<file path="src/rtl/stc_pkg.sv">
// ---------------------------------------------------------------------------
// Sample-to-chunk lookup package
// Shared types and constants for the table memory, the walk datapath and the
// top level.
// ---------------------------------------------------------------------------
`default_nettype none

package stc_pkg;

  localparam int STC_MAX_ENTRIES = 64;
  localparam int IDX_W           = 6;
  localparam int CNT_CFG_W       = 7;

  // Command codes carried on in_tuser.
  localparam logic CMD_LOAD  = 1'b0;
  localparam logic CMD_QUERY = 1'b1;

  // Register index decoded from cfg_paddr[2].
  localparam logic REG_ENTRY_COUNT = 1'b0;

  localparam logic [CNT_CFG_W-1:0] ENTRY_COUNT_RESET = 7'd1;

  typedef struct packed {
    logic [31:0] first_chunk;
    logic [31:0] samples;
  } entry_t;

  typedef struct packed {
    logic start;
    logic issue;
    logic issue_last;
  } walk_ctrl_t;

  typedef struct packed {
    logic        done;
    logic [31:0] samples;
    logic [31:0] index;
    logic        ovf;
  } walk_res_t;

  typedef enum logic [1:0] {
    ST_IDLE,
    ST_WALK,
    ST_WAIT,
    ST_HOLD
  } state_t;

endpackage

`default_nettype wire

</file>
<file path="src/rtl/stc_walk.sv">
// ---------------------------------------------------------------------------
// Sample-to-chunk walk datapath
// Evaluates each run entry against its successor as entries stream out of
// the table, forms the chunk span product and accumulates the saturated
// first-sample index.
// ---------------------------------------------------------------------------
`default_nettype none

module stc_walk (
  input  wire logic                clk,
  input  wire logic                rst_n,
  input  wire stc_pkg::walk_ctrl_t ctrl,
  input  wire logic [31:0]         chunk,
  input  wire stc_pkg::entry_t     rd_data,
  output stc_pkg::walk_res_t       res
);
  import stc_pkg::*;

  logic        rv_r, rl_r, tail_r;
  logic        have_prev_r;
  entry_t      prev_r;
  logic        samp_found_r, samp_found_nxt;
  logic [31:0] samp_r, samp_nxt;
  logic        idx_done_r, idx_done_nxt;
  logic [31:0] span;
  logic        eval_v;
  logic [63:0] prod_r;
  logic        pv_r, pl_r;
  logic [31:0] acc_r;
  logic        ovf_r;
  logic        done_r;
  logic [32:0] sum;
  logic [31:0] cur, nxt_first;

  // An entry is judged once its successor has been read; the last one in
  // use is judged in the cycle after it arrives.
  assign eval_v    = (rv_r && have_prev_r) || tail_r;
  assign cur       = prev_r.first_chunk;
  assign nxt_first = rd_data.first_chunk;

  always_comb begin
    samp_found_nxt = samp_found_r;
    samp_nxt       = samp_r;
    idx_done_nxt   = idx_done_r;
    span           = 32'd0;
    if (eval_v) begin
      if (!samp_found_r) begin
        if (tail_r || (chunk >= cur && chunk < nxt_first)) begin
          samp_found_nxt = 1'b1;
          samp_nxt       = prev_r.samples;
        end
      end
      if (!idx_done_r) begin
        if (tail_r) begin
          if (chunk > cur) begin
            span = chunk - cur;
          end
          idx_done_nxt = 1'b1;
        end else if (chunk > cur) begin
          if (chunk < nxt_first) begin
            span         = chunk - cur;
            idx_done_nxt = 1'b1;
          end else if (nxt_first > cur) begin
            span = nxt_first - cur;
          end
        end else if (chunk == cur) begin
          idx_done_nxt = 1'b1;
        end
      end
    end
  end

  assign sum = {1'b0, acc_r} + {1'b0, prod_r[31:0]};

  always_ff @(posedge clk) begin
    if (!rst_n) begin
      rv_r         <= 1'b0;
      rl_r         <= 1'b0;
      tail_r       <= 1'b0;
      have_prev_r  <= 1'b0;
      samp_found_r <= 1'b0;
      idx_done_r   <= 1'b0;
      pv_r         <= 1'b0;
      pl_r         <= 1'b0;
      done_r       <= 1'b0;
      ovf_r        <= 1'b0;
      acc_r        <= 32'd0;
    end else begin
      rv_r   <= ctrl.issue;
      rl_r   <= ctrl.issue_last;
      tail_r <= rv_r && rl_r;
      pv_r   <= eval_v;
      pl_r   <= tail_r;
      done_r <= pv_r && pl_r;
      if (ctrl.start) begin
        have_prev_r  <= 1'b0;
        samp_found_r <= 1'b0;
        idx_done_r   <= 1'b0;
        acc_r        <= 32'd0;
        ovf_r        <= 1'b0;
      end else begin
        if (rv_r) begin
          have_prev_r <= 1'b1;
        end
        samp_found_r <= samp_found_nxt;
        idx_done_r   <= idx_done_nxt;
        if (pv_r) begin
          if (prod_r[63:32] != 32'd0 || sum[32]) begin
            acc_r <= 32'hFFFF_FFFF;
            ovf_r <= 1'b1;
          end else begin
            acc_r <= sum[31:0];
          end
        end
      end
    end
  end

  always_ff @(posedge clk) begin
    if (rv_r) begin
      prev_r <= rd_data;
    end
    samp_r <= samp_nxt;
    prod_r <= 64'(prev_r.samples) * 64'(span);
  end

  assign res.done    = done_r;
  assign res.samples = samp_r;
  assign res.index   = acc_r;
  assign res.ovf     = ovf_r;

endmodule

`default_nettype wire

</file>
<file path="config.mk">
export PLATFORM = sky130hd
export DESIGN_NAME = stc_walk
export DESIGN_NICKNAME = d
export VERILOG_FILES = /design/src/rtl/stc_pkg.sv /design/src/rtl/stc_walk.sv
export SDC_FILE = /design/constraint.sdc
export NUM_CORES = 2
export LEC_CHECK = 0
export BUFFER_PORTS_ARGS = -buffer_cell sky130_fd_sc_hd__buf_2
export CAP_MARGIN = 20
export CORE_MARGIN = 8
export CORE_UTILIZATION = 50
export CTS_CLUSTER_DIAMETER = 80
export DETAILED_ROUTE_END_ITERATION = 12
export GPL_TIMING_DRIVEN = 0
export PLACE_DENSITY = 0.76
export SKIP_CTS_REPAIR_TIMING = 1
export SLEW_MARGIN = 20
export SYNTH_ARGS = -nofsm -noshare
export SYNTH_HDL_FRONTEND = slang
export SYNTH_SLANG_ARGS = --single-unit
</file>
<file path="constraint.sdc">
create_clock -name clk -period 15.8 [get_ports clk]
set_input_delay 3.16 -clock clk [delete_from_list [all_inputs] [get_ports clk]]
set_output_delay 3.16 -clock clk [all_outputs]
set_load 0.05 [all_outputs]
</file>
After elaboration in Yosys (flattened, before gate mapping)
Cells that the tools add are included.

operators by class
  $add $sub $neg = 3
  multipliers = 1
  div/mod/pow operators = 0
  $lt $le $gt $ge = 4
  equal/unequal tests = 1
  shift operators = 0
  muxes and demuxes = 15
  bitwise logic cells = 2
  reductions and logical operators = 11

operators with widths
  operator                            number
  2-to-1 mux 32 bit                   8
  > comparator 32 bit                 2
  multiplier 32 x 32 -> 64 bit        1
  subtractor 32 bit                   2
  adder 32 x 32 -> 33 bit             1
  == test 32 bit                      1
  greater-or-equal comparator 32 bit  1
  < comparator 32 bit                 1
  nonzero test 32 bit                 1
  2-to-1 mux 1 bit                    7
  logical AND 1 bit                   4
  logical OR 1 bit                    3
  AND reduction 3 bit                 1
  NOT 1 bit                           2
  AND reduction 2 bit                 1
  OR reduction 2 bit                  1

storage, ports and cells
  register bits after elaboration = 202
  latch bits = 0
  bits in writable memories = 0
  ROM bits = 0
  input port bits = 101
  output and inout bits = 66
  word-level logic and storage cells = 52
  memories kept = 0

Logic depth before layout (Yosys ltp)
  depth in word-level cells = 8
  depth in mapped cells = 41
  mapped depth without buffers = 38

Worst setup path after synthesis
OpenSTA, ideal clock, no wires.

  path type = input to register
  start point = input rd_data[32] (netlist bit)
  end point = register prod_r[61]
  setup time = 133 ps
  arrival time = 11943 ps
  required time = 15667 ps
  slack = 3723 ps
  stages on the path = 35
  path buffers = 3
  cells stage by stage = inv_1 ha_1 fa_1 nand2b_1 a211oi_1 nor3_2 o211ai_2 o311ai_1 and2_1 nor2_2 buf_2 a22oi_1 buf_2 nor2_1 fa_1 fa_1 inv_1 fa_1 fa_1 fa_1 inv_1 fa_1 fa_1 fa_1 ha_1 clkbuf_1 nand2_1 nor2_1 nand2_1 o31a_1 o21a_1 o31ai_4 a31oi_1 o311ai_1 xor2_1

between the ends
  word-level cells in the longest chain between the ends = 8
  elaborated cells between the ends (all ways) = 10
  classes of those cells = add/sub (1); mul (1); order compare (2); mux (6)

ends and longest elaborated chain
  what                                                             RTL line                        source
  from (decl)                                                      stc_walk.sv:14                  input wire stc_pkg::entry_t rd_data,
  subtractor 32 bit / > comparator 32 bit (equally long branches)  stc_walk.sv:64, stc_walk.sv:63
  2-to-1 mux 32 bit                                                stc_walk.sv:63                  end else if (nxt_first > cur) begin
  2-to-1 mux 32 bit (*)                                            stc_walk.sv:60                  if (chunk < nxt_first) begin
  2-to-1 mux 32 bit (*)                                            stc_walk.sv:59                  end else if (chunk > cur) begin
  2-to-1 mux 32 bit (*)                                            stc_walk.sv:54                  if (tail_r) begin
  2-to-1 mux 32 bit (*)                                            stc_walk.sv:53                  if (!idx_done_r) begin
  2-to-1 mux 32 bit (*)                                            stc_walk.sv:46                  if (eval_v) begin
  multiplier 32 x 32 -> 64 bit (*)                                 stc_walk.sv:124                 prod_r <= 64'(prev_r.samples) * 64'(span);
  to (signal assigned)                                             stc_walk.sv:124
  to (decl)                                                        stc_walk.sv:27                  logic [63:0] prod_r;

Mark *: on every way between the ends. The rest lies on a longest branch, timed or not.
A chain may end at the register's enable or synchronous reset.

Final worst setup path
  start point = input rd_data[49] (netlist bit)
  end point = register prod_r[62]

The elaborated chain is that of the path after synthesis.

==> metrics.md <==
| Metric | Value |
|---|---|
| Reg2Reg Capture Point | `prod_r[62]` |
| Post-DP HPWL | `approximately 130000 um` |
| Actual slew at the worst max-slew pin | `about 1.3 ns` |
| Finished Layout Cells | `between 6000 and 7000` |
| Die Span X | `between 300 and 400 um` |
| DR WL/cell | `around 25 um` |
| CTS tree | `yes` |
| Root Buffer | `clkbuf_16` |
| Final Hold Viols | `0` |
| Io pins | `167` |
| Synth cell types | `91` |
| Final setup viols | `0` |
| DR vias/cell | `5.74` |
| Drt pass-1 iters | `6` |
| DIE HEIGHT | `roughly 310 um` |
| Vias in the first global route | `38000` |
| DP Area | `between 40000 and 50000 um^2` |
| Antenna violations before repair | `17` |
| Slowest cell on the critical path | `nor3_1` |
| Worst skew pair latency | `0.65 ns` |
| Worst Setup SP | `rd_data[49]` |
| Crit path to | `prod_r[62]` |
| Class of the worst hold path | `reg -> reg` |
| Post-synth EDFFs | `96` |
| Ys flop type | `dfxtp_1` |
| Status | `finished, final reports clean` |
| Maximum fanout along the worst path | `10` |
| Worst r2r path cells | `36` |
| Final ANT Viol Nets | `0` |
| Post-layout nets | `6495` |
| Max Clock Freq | `between 0.06 and 0.07 GHz` |
| Remaining routing DRC violations | `0` |
| Warnings, synthesis | `0` |
| Clock sink count | `between 200 and 250` |
| Largest net degree at the start of global routing | `44` |
| Crit. End Element | `flip-flop` |
| WL final | `roughly 160000 um` |
| Total Routing Usage GR | `0.326` |
| Synth area leaders | `fa_1 40%, ha_1 11%, inv_1 8.1%` |
| H-tree lvl count | `1` |
| Clock-pin slew of the registers on the worst-case setup and hold paths | `about 0.06 ns` |
| Synth async-reset ratio | `0` |
| Kind of critical path | `in -> reg` |
| CTS Buffer Depth | `3` |
| Post-Syn Nets | `~6300` |
| Worst r2r src | `cur[0]` |
| Clock skew | `roughly 0.063 ns` |
| Area Growth Syn to Fin | `7.47%` |
| Final WS setup | `~0.63 ns` |
| Sequential element share of the synthesized area | `0.113` |
| First-pass GRT wire length | `roughly 240000 um` |
| Finished Cell Area | `47800 um^2` |
| Required @ worst endpoint | `16.31 ns` |
| Final GP Congestion | `approximately 1.0` |
| Synth Cell Area | `approximately 44000 um^2` |
| Pre-CTS WS | `~0.26 ns` |
| #FFs+latches synth | `202` |
| Fin crit share | `0.960` |
| Layout cell share with drive strength beyond 1 | `0.0755` |
| Num rows | `about 110` |
| Max-slew violations | `0` |
| Num CTS Buffers | `27` |
| Max-cap violations | `0` |
| I/O Buffers | `around 170` |
| Most frequent cell after synthesis | `inv_1` |
| RSZ-0062 raised after global routing | `false` |
| Cell count after synthesis | `a little under 5000` |
| Top-area cell type share of the netlist area | `0.405` |
| Slew margin rel. | `0.139` |
| Crit path top cell by count | `fa_1` |
| Crit path launch type | `input pin` |
| PwrDens | `roughly 44 nW/um^2` |
| Critical Path Max Stage Delay | `0.83 ns` |
| Placed insts | `approximately 6200` |
| Most common library cells after synthesis | `964 x inv_1, 899 x fa_1, 541 x nor2_1, 461 x nand2_1, 390 x ha_1` |
| Leak | `about 24 nW` |
| Minimum clock period | `between 15 and 20 ns` |
| 1st-iter DRT viols | `approximately 3400` |
| Synth area leader | `fa_1` |
| Worst Path Arrival | `about 16 ns` |
| Core ar. | `88200 um^2` |
| Initial Util | `0.504` |
| GRT overflow | `0` |
| Die area | `slightly below 100000 um^2` |
| Via count | `roughly 36000` |
| R2r setup slk | `roughly 3 ns` |
| Mean post-synth cell area | `9.07 um^2` |
| Peak VDD IR | `0.0890 mV` |
## kinds of logic (layout without fill, tap and decap cells)
logic type,after synthesis,after routing,synth area share
and+or+nand+nor,1475,1475,0.152
DFF,202,202,0.113
adders and majority gates,1289,1289,0.515
AOI/OAI and AO/OA,604,604,0.0889
buffers and inverters,1193,1414,0.105
xor gates and xnor gates,140,140,0.0276
other,0,6,0
## power breakdown
part,total [W],internal (W),switching [W]
clock network,0.000600,0.000328,0.000272
logic,0.000897,0.000252,0.000645
registers,0.000595,0.000578,0.0000171
## flip-flops by register name, summed over array words and instances, names as in the netlist
name and cells:
prod_r 64, acc_r 32, cur 32, prev_r 32, samp_r 32, done_r 1, have_prev_r 1, idx_done_r 1
ovf_r 1, pl_r 1, pv_r 1, rl_r 1, rv_r 1, samp_found_r 1, tail_r 1
## worst min-delay path by stage
stage / end / from / cells past startpoint / slack (ns)
final: samp_r[28] / prev_r[28] / 0 / 0.46
after global routing: done_r / pl_r / 1 / 0.49
after floorplan: samp_found_r / samp_found_r / 2 / 0.43
after CTS: samp_r[28] / prev_r[28] / 0 / 0.47
after global placement: samp_found_r / samp_found_r / 2 / 0.43
after detailed placement: samp_r[28] / prev_r[28] / 0 / 0.46
## cells in the final DEF, fill, tap and decap left out, types with 13 or more instances in the layout
cell type	Yosys	final
nor2_1	541	540
o21ai_0	105	105
o211ai_1	13	13
fa_1	899	899
xor2_1	50	50
and2_1	147	147
nand2b_1	100	100
nand3_1	42	42
inv_1	964	964
dfxtp_1	106	105
nand4_1	37	37
nand2_1	461	461
a211oi_1	19	19
clkbuf_1	111	111
nor2b_1	41	41
a31oi_1	36	36
a21o_1	83	83
xnor2_1	90	90
clkbuf_16	0	27
and3_1	23	23
ha_1	390	390
o21bai_1	20	20
o21a_1	21	21
a21oi_1	173	173
nor3_1	22	21
edfxtp_1	96	96
buf_2	107	273
## final cells by class
class / count / area (um^2)
plain buffers: 229 / 1030
inverters: 964 / 3620
fillers: 8174 / 40500
clock inverters: 17 / 129
flip-flops and latches: 202 / 5010
well taps: 1165 / 1460
diodes: 6 / 15.0
repair buffers: 173 / 935
multi-input cells: 3508 / 34900
clock buffers: 31 / 714
## routing by layer
metal / vias to the layer above / part of all wire / track usage
li1: 15600 / - / -
met1: 18300 / 0.39 / 0.426
met2: 1788 / 0.45 / 0.513
met3: 403 / 0.092 / 0.0585
met4: 6 / 0.068 / 0.180
met5: - / 0.00029 / 0
## through the flow
step	power (W)	util	hold slack [ns]	setup TNS, ns
global placement	0.00146	0.530	0.434	-1.16
finish	0.00209	0.541	0.465	0
floorplan	0.00110	-	0.426	0
global route	0.00217	0.541	0.492	0
CTS	0.00208	0.541	0.467	0
detailed placement	0.00147	0.532	0.455	0
## worst max-delay path: cells and delay by family
kind | cells | cell delay, ns
buffers and inverters | 9 | 2.22
AND/OR/NAND/NOR | 8 | 2.20
AO/OA/AOI/OAI | 9 | 3.27
adder cells (fa/ha/maj) | 10 | 4.60
XOR/XNOR | 1 | 0.21
Power figures use the tool's default switching activity.
